`config.mk`:
```
export PLATFORM = sky130hd
export DESIGN_NAME = char_lcd_transfer_sequencer
export DESIGN_NICKNAME = d
export VERILOG_FILES = /design/src/rtl/clts_pkg.sv /design/src/rtl/char_lcd_transfer_sequencer.sv /design/src/rtl/clts_byte_unit.sv
export SDC_FILE = /design/constraint.sdc
export NUM_CORES = 1
export LEC_CHECK = 0
export BUFFER_PORTS_ARGS = -buffer_cell sky130_fd_sc_hd__buf_2
export CAP_MARGIN = 20
export CORE_MARGIN = 2
export CORE_UTILIZATION = 30
export DETAILED_ROUTE_END_ITERATION = 10
export PLACE_DENSITY = 0.6
export SETUP_SLACK_MARGIN = 0.02
export SYNTH_ARGS = -nofsm -noshare
export SYNTH_HDL_FRONTEND = slang
export SYNTH_SLANG_ARGS = --single-unit
```
`constraint.sdc`:
```
create_clock -name clk_i -period 3.9 [get_ports clk_i]
set_clock_uncertainty 0.1 [all_clocks]
set_input_delay 0.78 -clock clk_i [delete_from_list [all_inputs] [get_ports clk_i]]
set_output_delay 0.78 -clock clk_i [all_outputs]
set_load 0.01 [all_outputs]
```
`src/rtl/clts_pkg.sv`:
```
`default_nettype none
package clts_pkg;

  // Request codes
  localparam logic [2:0] CMD_INIT    = 3'd0;
  localparam logic [2:0] CMD_COMMAND = 3'd1;
  localparam logic [2:0] CMD_CHAR    = 3'd2;
  localparam logic [2:0] CMD_CHAR_AT = 3'd3;
  localparam logic [2:0] CMD_GLYPH   = 3'd4;

  // Wait codes
  localparam logic [1:0] WAIT_NONE  = 2'd0;
  localparam logic [1:0] WAIT_20MS  = 2'd1;
  localparam logic [1:0] WAIT_5MS   = 2'd2;
  localparam logic [1:0] WAIT_150US = 2'd3;

  // DDRAM row base addresses (set-address command included)
  localparam logic [7:0] ROW_BASE_1 = 8'h80;
  localparam logic [7:0] ROW_BASE_2 = 8'hC0;
  localparam logic [7:0] ROW_BASE_3 = 8'h94;
  localparam logic [7:0] ROW_BASE_4 = 8'hD4;

  localparam logic [7:0] LCD_FUNC_8BIT = 8'h38;
  localparam logic [7:0] LCD_CLEAR     = 8'h01;
  localparam logic [7:0] LCD_HOME      = 8'h02;
  localparam logic [7:0] LCD_ENTRY     = 8'h06;
  localparam logic [7:0] LCD_DISP_ON   = 8'h0C;
  localparam logic [7:0] LCD_FUNC_4BIT = 8'h28;
  localparam logic [7:0] LCD_CGRAM     = 8'h40;
  localparam logic [7:0] LCD_DDRAM_0   = 8'h80;

  // Step numbers within a request
  localparam int unsigned STEP_W = 4;
  localparam logic [STEP_W-1:0] STEP_INIT_MODE    = 4'd7;
  localparam logic [STEP_W-1:0] STEP_INIT_LAST    = 4'd8;
  localparam logic [STEP_W-1:0] STEP_GLYPH_CURSOR = 4'd9;
  localparam logic [STEP_W-1:0] STEP_GLYPH_LAST   = 4'd10;

  typedef struct packed {
    logic [2:0]  cmd;
    logic [7:0]  value;
    logic [2:0]  row;
    logic [5:0]  column;
    logic [63:0] glyph;
    logic [3:0]  slot;
  } job_t;

  typedef struct packed {
    logic       rs;
    logic [7:0] data;
    logic [1:0] wait_code;
    logic       last_byte;
  } xfer_t;

  function automatic logic row_valid(input logic [2:0] row);
    return (row >= 3'd1) && (row <= 3'd4);
  endfunction

  // Row base minus one, so the column (counted from 1) adds in directly
  function automatic logic [7:0] row_base_m1(input logic [2:0] row);
    logic [7:0] base;
    case (row)
      3'd1:    base = ROW_BASE_1;
      3'd2:    base = ROW_BASE_2;
      3'd3:    base = ROW_BASE_3;
      3'd4:    base = ROW_BASE_4;
      default: base = 8'd1;
    endcase
    return base - 8'd1;
  endfunction

  function automatic logic [7:0] init_byte(input logic [STEP_W-1:0] step);
    logic [7:0] b;
    case (step)
      4'd0, 4'd1, 4'd2: b = LCD_FUNC_8BIT;
      4'd3:    b = LCD_CLEAR;
      4'd4:    b = LCD_HOME;
      4'd5:    b = LCD_ENTRY;
      4'd6:    b = LCD_DISP_ON;
      4'd7:    b = LCD_FUNC_4BIT;
      default: b = LCD_DDRAM_0;
    endcase
    return b;
  endfunction

  function automatic logic [1:0] init_wait(input logic [STEP_W-1:0] step);
    logic [1:0] w;
    case (step)
      4'd0:    w = WAIT_20MS;
      4'd1:    w = WAIT_5MS;
      4'd2:    w = WAIT_150US;
      default: w = WAIT_NONE;
    endcase
    return w;
  endfunction

endpackage
`default_nettype wire

```
`src/rtl/char_lcd_transfer_sequencer.sv`:
```
`default_nettype none
// Character LCD transfer sequencer.
// Input channel (in_valid_i / in_stall_o) takes one request transaction:
// init, raw command, character, character at row/column, or custom glyph.
// Output channel (out_valid_o / out_stall_i) hands out one bus transfer per
// transaction: register select, bus value, wait code, last mark.
// Config: APB-style port, one register at address 0: nibble_mode (bit 0).
// Timing: a taken request sets the run state, and from then on the
// sequencer loads one transfer per cycle into the output register while
// the receiver does not stall; a glyph in four-bit mode is the longest
// request. The next request is taken in the cycle after the final
// transfer is loaded.
// A sequencer steps through the request's bytes and feeds each through one
// shared byte unit; in four-bit mode each byte goes out as two transfers
// (high nibble, then low). in_stall_o is high from acceptance until the
// final transfer is loaded into the output register. Unknown requests are
// taken and produce nothing.
// A stall on the output holds the output register and freezes the sequencer.
// Reset: nibble_mode = 1, sequencer idle, output empty.
module char_lcd_transfer_sequencer (
  input  wire logic        clk_i,
  input  wire logic        rst_ni,
  // request channel
  input  wire logic        in_valid_i,
  output var  logic        in_stall_o,
  input  wire logic [2:0]  cmd_i,
  input  wire logic [7:0]  value_i,
  input  wire logic [2:0]  row_i,
  input  wire logic [5:0]  column_i,
  input  wire logic [63:0] glyph_i,
  input  wire logic [3:0]  slot_i,
  // transfer channel
  output var  logic        out_valid_o,
  input  wire logic        out_stall_i,
  output var  logic        reg_select_o,
  output var  logic [7:0]  bus_value_o,
  output var  logic [1:0]  wait_before_o,
  output var  logic        last_o,
  // config port
  input  wire logic        psel,
  input  wire logic        penable,
  input  wire logic        pwrite,
  input  wire logic [2:0]  paddr,
  input  wire logic [31:0] pwdata,
  output var  logic [31:0] prdata,
  output var  logic        pready
);

  localparam logic ST_IDLE = 1'b0;
  localparam logic ST_RUN  = 1'b1;

  logic state_q, state_d;
  logic [clts_pkg::STEP_W-1:0] step_q, step_d, step_nxt;
  logic half_q, half_d;
  logic nib_q;
  clts_pkg::job_t  job_q;
  clts_pkg::xfer_t xfer;

  logic in_acc, emit, advance, emit_last;
  logic [7:0] bus_d;
  logic [1:0] wait_d;
  logic       cmd_known;

  // ---------------- config ----------------
  assign pready = 1'b1;
  assign prdata = (paddr[2] == 1'b0) ? {31'd0, nib_q} : 32'd0;

  always_ff @(posedge clk_i or negedge rst_ni) begin
    if (!rst_ni) begin
      nib_q <= 1'b1;
    end else if (psel && penable && pwrite && pready && (paddr[2] == 1'b0)) begin
      nib_q <= pwdata[0];
    end
  end

  // ---------------- request capture ----------------
  assign in_stall_o = (state_q != ST_IDLE);
  assign in_acc     = in_valid_i && !in_stall_o;
  assign cmd_known  = (cmd_i <= clts_pkg::CMD_GLYPH);

  always_ff @(posedge clk_i) begin
    if (in_acc) begin
      job_q <= '{cmd: cmd_i, value: value_i, row: row_i, column: column_i,
                 glyph: glyph_i, slot: slot_i};
    end
  end

  // ---------------- shared byte unit ----------------
  clts_byte_unit u_byte (
    .job_i  (job_q),
    .step_i (step_q),
    .xfer_o (xfer)
  );

  // ---------------- sequencer ----------------
  assign emit      = (state_q == ST_RUN) && (!out_valid_o || !out_stall_i);
  assign advance   = emit && (!nib_q || half_q);
  assign emit_last = advance && xfer.last_byte;

  always_comb begin
    // next step, skipping the four-bit function set in eight-bit mode and
    // the cursor command of a glyph when the row is out of range
    step_nxt = step_q + 4'd1;
    if (job_q.cmd == clts_pkg::CMD_INIT && step_nxt == clts_pkg::STEP_INIT_MODE
        && !nib_q) begin
      step_nxt = clts_pkg::STEP_INIT_LAST;
    end
    if (job_q.cmd == clts_pkg::CMD_GLYPH && step_nxt == clts_pkg::STEP_GLYPH_CURSOR
        && !clts_pkg::row_valid(job_q.row)) begin
      step_nxt = clts_pkg::STEP_GLYPH_LAST;
    end
  end

  always_comb begin
    state_d = state_q;
    step_d  = step_q;
    half_d  = half_q;
    if (in_acc) begin
      state_d = cmd_known ? ST_RUN : ST_IDLE;
      half_d  = 1'b0;
      // character at position with a bad row starts at the character
      step_d  = (cmd_i == clts_pkg::CMD_CHAR_AT && !clts_pkg::row_valid(row_i))
                ? 4'd1 : 4'd0;
    end else if (emit) begin
      half_d = nib_q && !half_q;
      if (advance) begin
        step_d = step_nxt;
      end
      if (emit_last) begin
        state_d = ST_IDLE;
      end
    end
  end

  always_ff @(posedge clk_i or negedge rst_ni) begin
    if (!rst_ni) begin
      state_q <= ST_IDLE;
      step_q  <= '0;
      half_q  <= 1'b0;
    end else begin
      state_q <= state_d;
      step_q  <= step_d;
      half_q  <= half_d;
    end
  end

  // ---------------- output register ----------------
  always_comb begin
    if (!nib_q) begin
      bus_d  = xfer.data;
      wait_d = xfer.wait_code;
    end else if (!half_q) begin
      bus_d  = {4'd0, xfer.data[7:4]};
      wait_d = xfer.wait_code;
    end else begin
      bus_d  = {4'd0, xfer.data[3:0]};
      wait_d = clts_pkg::WAIT_NONE;
    end
  end

  always_ff @(posedge clk_i or negedge rst_ni) begin
    if (!rst_ni) begin
      out_valid_o <= 1'b0;
    end else if (emit) begin
      out_valid_o <= 1'b1;
    end else if (!out_stall_i) begin
      out_valid_o <= 1'b0;
    end
  end

  always_ff @(posedge clk_i) begin
    if (emit) begin
      reg_select_o  <= xfer.rs;
      bus_value_o   <= bus_d;
      wait_before_o <= wait_d;
      last_o        <= emit_last;
    end
  end

  // ---------------- assertions ----------------
  a_step_range: assert property (@(posedge clk_i) disable iff (!rst_ni)
    (state_q == ST_RUN) |-> (step_q <= clts_pkg::STEP_GLYPH_LAST))
    else $error("step counter out of range");

  a_out_from_run: assert property (@(posedge clk_i) disable iff (!rst_ni)
    $rose(out_valid_o) |-> $past(state_q == ST_RUN))
    else $error("transfer produced while idle");

  a_last_ends_run: assert property (@(posedge clk_i) disable iff (!rst_ni)
    emit_last |=> (state_q == ST_IDLE) && last_o && out_valid_o)
    else $error("final transfer did not end the request");

  a_nibble_width: assert property (@(posedge clk_i) disable iff (!rst_ni)
    (emit && nib_q) |=> (bus_value_o[7:4] == 4'd0))
    else $error("nibble transfer with upper bits set");

endmodule
`default_nettype wire

```
`src/rtl/clts_byte_unit.sv`:
```
`default_nettype none
// Produces the byte for one step of a request through a single shared
// 8-bit adder (cursor address, CGRAM address, slot position, pass-through).
module clts_byte_unit (
  input  var clts_pkg::job_t                      job_i,
  input  wire logic [clts_pkg::STEP_W-1:0]        step_i,
  output var clts_pkg::xfer_t                     xfer_o
);

  logic [7:0] add_a;
  logic [7:0] add_b;
  logic [2:0] gsel;

  assign gsel = 3'(step_i - 4'd1);

  always_comb begin
    add_a            = 8'd0;
    add_b            = 8'd0;
    xfer_o.rs        = 1'b0;
    xfer_o.wait_code = clts_pkg::WAIT_NONE;
    xfer_o.last_byte = 1'b0;
    case (job_i.cmd)
      clts_pkg::CMD_INIT: begin
        add_a            = clts_pkg::init_byte(step_i);
        xfer_o.wait_code = clts_pkg::init_wait(step_i);
        xfer_o.last_byte = (step_i == clts_pkg::STEP_INIT_LAST);
      end
      clts_pkg::CMD_COMMAND: begin
        add_a            = job_i.value;
        xfer_o.last_byte = 1'b1;
      end
      clts_pkg::CMD_CHAR: begin
        add_a            = job_i.value;
        xfer_o.rs        = 1'b1;
        xfer_o.last_byte = 1'b1;
      end
      clts_pkg::CMD_CHAR_AT: begin
        if (step_i == 4'd0) begin
          add_a = clts_pkg::row_base_m1(job_i.row);
          add_b = {2'b00, job_i.column};
        end else begin
          add_a            = job_i.value;
          xfer_o.rs        = 1'b1;
          xfer_o.last_byte = 1'b1;
        end
      end
      clts_pkg::CMD_GLYPH: begin
        if (step_i == 4'd0) begin
          // 0x40 + 8*(slot-1)
          add_a = clts_pkg::LCD_CGRAM - 8'd8;
          add_b = {1'b0, job_i.slot, 3'b000};
        end else if (step_i < clts_pkg::STEP_GLYPH_CURSOR) begin
          add_a     = job_i.glyph[{gsel, 3'b000} +: 8];
          xfer_o.rs = 1'b1;
        end else if (step_i == clts_pkg::STEP_GLYPH_CURSOR) begin
          add_a = clts_pkg::row_base_m1(job_i.row);
          add_b = {2'b00, job_i.column};
        end else begin
          // slot - 1, wrapping in 8 bits
          add_a            = 8'hFF;
          add_b            = {4'b0000, job_i.slot};
          xfer_o.rs        = 1'b1;
          xfer_o.last_byte = 1'b1;
        end
      end
      default: begin
        xfer_o.last_byte = 1'b1;
      end
    endcase
    xfer_o.data = add_a + add_b;
  end

endmodule
`default_nettype wire

```
Word-level counts from Yosys, hierarchy flattened
Memories as Yosys holds them, arrays and structs flattened.
Cells that the tools add are included.
W data, S select, Z words.

word-level totals
  memories kept = 1
  flip-flop bits (word level) = 108
  logic and storage cells = 124
  ROM bits = 48

operators by class
  add/sub/neg operators = 5
  bitwise logic cells = 1
  order comparisons = 6
  muxes and demuxes = 47
  shift operators = 1
  reductions and logical operators = 32
  equal/unequal tests = 16

memory list
  memory           words  width  read ports  clocked after Yosys merged registers in  wr ports  RTL line        text
  (no name shown)  8      6      1           0                                        0         clts_pkg.sv:74  case (step)

operators by type and width
  kind                   number
  $mux W8                14
  $pmux W8 S4            2
  $shiftx A64 B7 Y8      1
  $mux W4                6
  $mux W1                16
  $pmux W8 S2            1
  $sub A8 B1 Y8 const B  2
  $eq A3 B2 Y1 const B   5
  $logic_and A1 B1 Y1    15
  $eq A4 B4 Y1 const B   3
  $mux W6                2
  $le A3 B3 Y1 const B   3
  $add A8 B8 Y8          1
  $logic_not A1 Y1       7
  $eq A3 B1 Y1 const B   2
  $eq A3 B3 Y1 const B   2
  $ge A3 B1 Y1 const B   2
  $mux W2                3
  $pmux W1 S3            2
  $pmux W2 S3            1
  $reduce_bool A2 Y1     3
  $add A4 B1 Y4 const B  1
  $eq A4 B1 Y1 const B   1
  $eq A4 B2 Y1 const B   1
  10 further kinds       12

Depth between registers and ports, before layout
  word-level depth = 14
  gate-level depth with buffers = 18
  depth with buffers taken out = 16

Modules after synthesis
From an unflattened synthesis, not the netlist that was laid out.

second synthesis, totals
  cells, all modules = 394
  area total of the unflattened synthesis = 5,507.8 µm²

modules (own cells, without submodules)
  module                       sequential area each (µm²)  times used  area an instance (µm²)  cells an instance
  char_lcd_transfer_sequencer  3,204.3                     1           3,862.5                 200
  clts_byte_unit               0.0                         1           1,645.3                 194

Worst setup path before layout
Ideal clock, no wire load.

  path type = register to register
  start = register step_q[0] (netlist bit)
  end = register bus_value_o[2] (data pin)
  period minus slack after synthesis = 3.916 ns
  data arrival time = 3.550 ns
  stages on the path, launching flop included = 18
  path buffers = 3
  required time = 3.534 ns
  slack = -0.016 ns
  cell sequence = dfrtp_1 -> buf_2 -> inv_2 -> ha_1 -> buf_2 -> buf_2 -> mux4_2 -> nand2_1 -> a21oi_1 -> a311oi_1 -> o21ai_0 -> ha_1 -> nor2b_1 -> o21ai_0 -> a21oi_1 -> o21ai_0 -> nor3b_1 -> o31ai_1

on the way
  cells in the longest elaborated chain, start to end = 8
  elaborated cells between the ends (all ways) = 20
  those cells by class = 2 x add/sub; 1 x order compare; 1 x eq/ne; 1 x shift; 13 x mux; 1 x reduce/logical; 1 x memory

ends and longest elaborated chain
  element                                        RTL line                                    text
  from (decl)                                    char_lcd_transfer_sequencer.sv:53           logic [clts_pkg::STEP_W-1:0] step_q, step_d, step_nxt;
  from (signal assigned)                         char_lcd_transfer_sequencer.sv:142          step_q <= step_d;
  $sub A3 B1 Y3 or $eq A4 B4 Y1 (tied branches)  clts_byte_unit.sv:14, clts_byte_unit.sv:55
  $shiftx A64 B7 Y8 (tied with other cells)      clts_byte_unit.sv:53                        add_a = job_i.glyph[{gsel, 3'b000} +: 8];
  $mux W8                                        clts_byte_unit.sv:52                        end else if (step_i < clts_pkg::STEP_GLYPH_CURSOR) begin
  $mux W8                                        clts_byte_unit.sv:48                        if (step_i == 4'd0) begin
  $pmux W8 S4 or $pmux W8 S2 (tied branches)     clts_byte_unit.sv:22                        case (job_i.cmd)
  $add A8 B8 Y8 *                                clts_byte_unit.sv:70                        xfer_o.data = add_a + add_b;
  $mux W4                                        char_lcd_transfer_sequencer.sv:152          end else if (!half_q) begin
  $mux W8 *                                      char_lcd_transfer_sequencer.sv:149          if (!nib_q) begin
  named net bus_d[2]                             char_lcd_transfer_sequencer.sv:60           logic [7:0] bus_d;
  to (signal assigned)                           char_lcd_transfer_sequencer.sv:174          bus_value_o <= bus_d;
  to (decl)                                      char_lcd_transfer_sequencer.sv:36           output var logic [7:0] bus_value_o,

The timed path passes the listed nets; every way through them passes the cells marked *.
A chain may end at the register's enable or synchronous reset.

Worst setup path after layout
Ends and elaborated chain as after synthesis.

==> summary.md <==
| Metric | Value |
|---|---|
| Area of combinational cells with multiple inputs | `1970 um2` |
| Area added between synthesis and finish | `22.5%` |
| Top_reg_cell synth | `edfxtp_1` |
| Number of antenna violations at the first check in global routing | `0` |
| Number of clock sinks | `108` |
| Capturing element type of the critical path | `flip-flop` |
| Total of endpoints with negative setup slack in the final report | `0` |
| Top Layer Used | `met4` |
| DRC violation count after routing | `0` |
| Number of hold-slack violations in the final timing report | `0` |
| Highest clock rate | `0.273 GHz` |
| Num ports | `177` |
| Initial DRC count | `~270` |
| PnR worst setup slack | `0.243 ns` |
| Total power consumption of the routed design | `4.66 mW` |
| Ant. Diodes | `0` |
| Rows | `49` |
| Arrival time reported for the critical path endpoint | `approximately 3.7 ns` |
| FF-to-FF setup slack | `0.24 ns` |
| Finished Layout Cells | `769` |
| Final core utilization | `37.2%` |
| Pin count of the biggest net entering global routing | `66` |
| Max Cap Violations | `0` |
| Buffers added on ports | `111` |
| Fillers | `1706` |
| Routed wire per std cell | `16.3 um` |
| Routed Antenna Nets | `0` |
| Fraction of post-synthesis cell area in the top cell type by area | `a little under three fifths` |
| Count of H-tree levels built during CTS | `3` |
| Worst rel slew slack | `around 62%` |
| Horizontal extent of the die | `138 um` |
| Critical path startpoint | `step_q[0]` |
| First drt pass iteration count | `4` |
| Most area-hungry cell type in the Yosys netlist | `edfxtp_1` |
| Number of flops mapped to enable cells by yosys | `100` |
| Placed Cells incl. Taps | `752` |
| Max-slew violations | `0` |
| Routed length on met2 | `6260 um` |
| Clk_lat worst skew | `0.35 ns` |
| Largest driver fanout on the critical path | `6` |
| Worst Reg2Reg Path Length in Cells | `18` |
| Synth area leaders | `edfxtp_1, mux4_2, buf_4` |
| Launch instance of the worst register-to-register path | `step_q[0]` |
| Static leakage | `2.60 nW` |
| Starting Density | `30.4%` |
| Post-place setup slack | `0.0673 ns` |
| Sequential-to-total area share from yosys stat | `59.1%` |
| Aggregate routed wire length | `12500 um` |
| Kind of critical path | `flip-flop to flip-flop` |
| Maximum vdd ir drop | `0.290 mV` |
| Vias per cell | `about 4.7` |
| Final critical delay including setup and external delays | `3.66 ns` |
| Endpoint of the worst setup timing path | `bus_value_o[2]` |
| Total number of vias | `3616` |
| Area of the die | `roughly 19000 um2` |
| Root buffer selected by CTS | `clkbuf_16` |
| Synth Area per Inst | `13.5 um2` |
| Sum of routed wire segments on met1 | `5250 um` |
| HPWL after detailed placement | `9670 um` |
| Number of warnings issued by yosys | `0` |
| Slew of the pin with the lowest slew margin | `0.565 ns` |
| Number of buffers between clock root and the deepest sink | `2` |
| Count of nets after finishing | `between 600 and 700` |
| Global-route total usage across every layer | `between 10% and 20%` |
| Overflow left after global routing | `0` |
| Startpoint types | `flip-flop` |
| Required time at the worst-slack endpoint | `a little under 4 ns` |
| Summed instance area of the synthesized netlist | `5420 um2` |
| Post-route clock period utilization | `93.8%` |
| Syn Inst Count | `slightly above 400` |
| Unique masters post-synth | `between 60 and 70` |
| Flop and latch count out of synthesis | `approximately 110` |
| Seq. cell area | `3200 um2` |
| Share of async-settable or async-resettable flops after synthesis | `7.41%` |
| Global-route wire length before repair | `19800 um` |
| CTS tree | `built` |
| Via count of the first global-routing pass | `between 3k and 4k` |
| Routability congestion estimate | `0.869` |
| Vert. Die Dim | `138 um` |
| Crit Reg-Reg Endpoint | `bus_value_o[2]` |
| Power per standard cell area | `between 700 and 800 nW/um2` |
| Met3 routed WL | `814 um` |
| Number of buffers created by CTS | `9` |
| Fraction of final layout cells sized beyond drive strength 1 | `35.6%` |
| Register clock-pin slew on the reported worst setup and hold paths | `0.07 ns` |
| Outcome | `finished clean` |
| Worst min-delay path category | `input port to async pin` |
| Core region area | `17800 um2` |
worst max-delay path, stage by stage, from the launching register on:
cell     delay (ns)
dfrtp_1        0.41
inv_2          0.10
buf_4          0.17
ha_4           0.19
nand2_1        0.09
nor4_2         0.24
buf_4          0.21
nand2_1        0.07
nand2_1        0.13
a221o_1        0.16
ha_1           0.22
inv_1          0.07
fa_1           0.40
nor2b_1        0.15
o21ai_1        0.09
a21oi_1        0.17
o21ai_1        0.11
nor3b_2        0.18
o31ai_1        0.22
kinds of logic after synthesis:
group,after synthesis,synth area share [%]
adders and majority gates,16,3.83
AOI/OAI and AO/OA,88,11.4
buffers and inverters,65,7.39
other,2,0.139
and+or+nand+nor,88,8.38
DFF,108,59.1
muxes,27,8.29
xor gates and xnor gates,9,1.45
final cells by class:
type | count | area share [%]
Sequential cell | 108 | 48.3
Multi-Input combinational cell | 260 | 29.7
Timing Repair Buffer | 142 | 12.4
Tap cell | 229 | 4.32
Clock buffer | 10 | 3.45
Clock inverter | 5 | 0.942
Inverter | 15 | 0.867
placed cells by master, fill, tap and decap left out, types with 6 or more instances in the layout:
master and n:
conb_1 32, nand2b_1 7, buf_4 28, inv_1 11
o21ai_0 16, a21oi_1 11, buf_2 111, nand3_1 6
mux4_2 14, o22ai_1 6, ha_1 13, clkbuf_16 9
edfxtp_1 100, mux2i_1 10, nor2_1 16, xnor2_1 6
dfrtp_1 7, nand2_1 32
how the worst min path moves through the flow:
stage / startpoint / to / cells after the start
floorplan: rst_ni / half_q / 0
global placement: in_stall_o / out_valid_o / 2
detailed placement: in_stall_o / out_valid_o / 2
CTS: rst_ni / half_q / 1
global route: rst_ni / step_q[3] / 1
finish: rst_ni / step_q[2] / 1
registers in the layout, summed over array words and instances, names as in the netlist, 2 cells and up:
name           flops
job_q             88
bus_value_o        8
wait_before_o      2
step_q             4
through the flow:
stage	instance area, um2	hold WS (ns)	TNS [ns]
floorplan	5540	0.384	0
global placement	6290	0.380	0
detailed placement	6290	0.391	0
CTS	6580	0.175	0
global route	6640	0.176	-0.0559
finish	6640	0.177	0
layer usage:
layer  track usage (%)  up-vias
met4              4.67        0
met3              3.60       16
li1                  -     1744
met1              16.5     1709
met5                 0        -
met2              22.4      147
synth_stat cells, types with 5 or more instances:
cell type / number
edfxtp_1: 100
buf_4: 33
nand2_1: 32
o21ai_0: 19
nor2_1: 16
ha_1: 15
mux4_2: 14
inv_1: 13
a21oi_1: 11
mux2i_1: 10
buf_2: 8
dfrtp_1: 7
nand2b_1: 7
nand3_1: 6
o22ai_1: 6
xnor2_1: 6
a211oi_1: 5
clkbuf_1: 5
what timing repair did:
item / in CTS / in global routing
buffers inserted: 0 / 2
setup endpoints to repair: 0 / 6
hold buffers: 0 / 0
resized for setup: 0 / 13
report_power, final:
group / internal, mW / leakage [nW] / switching [mW]
Clock: 0.499 / 0.142 / 0.394
Combinational: 0.905 / 1.42 / 1.12
Sequential: 1.60 / 1.04 / 0.140
Total: 3.01 / 2.60 / 1.66
(Power assumes the default switching activity.)
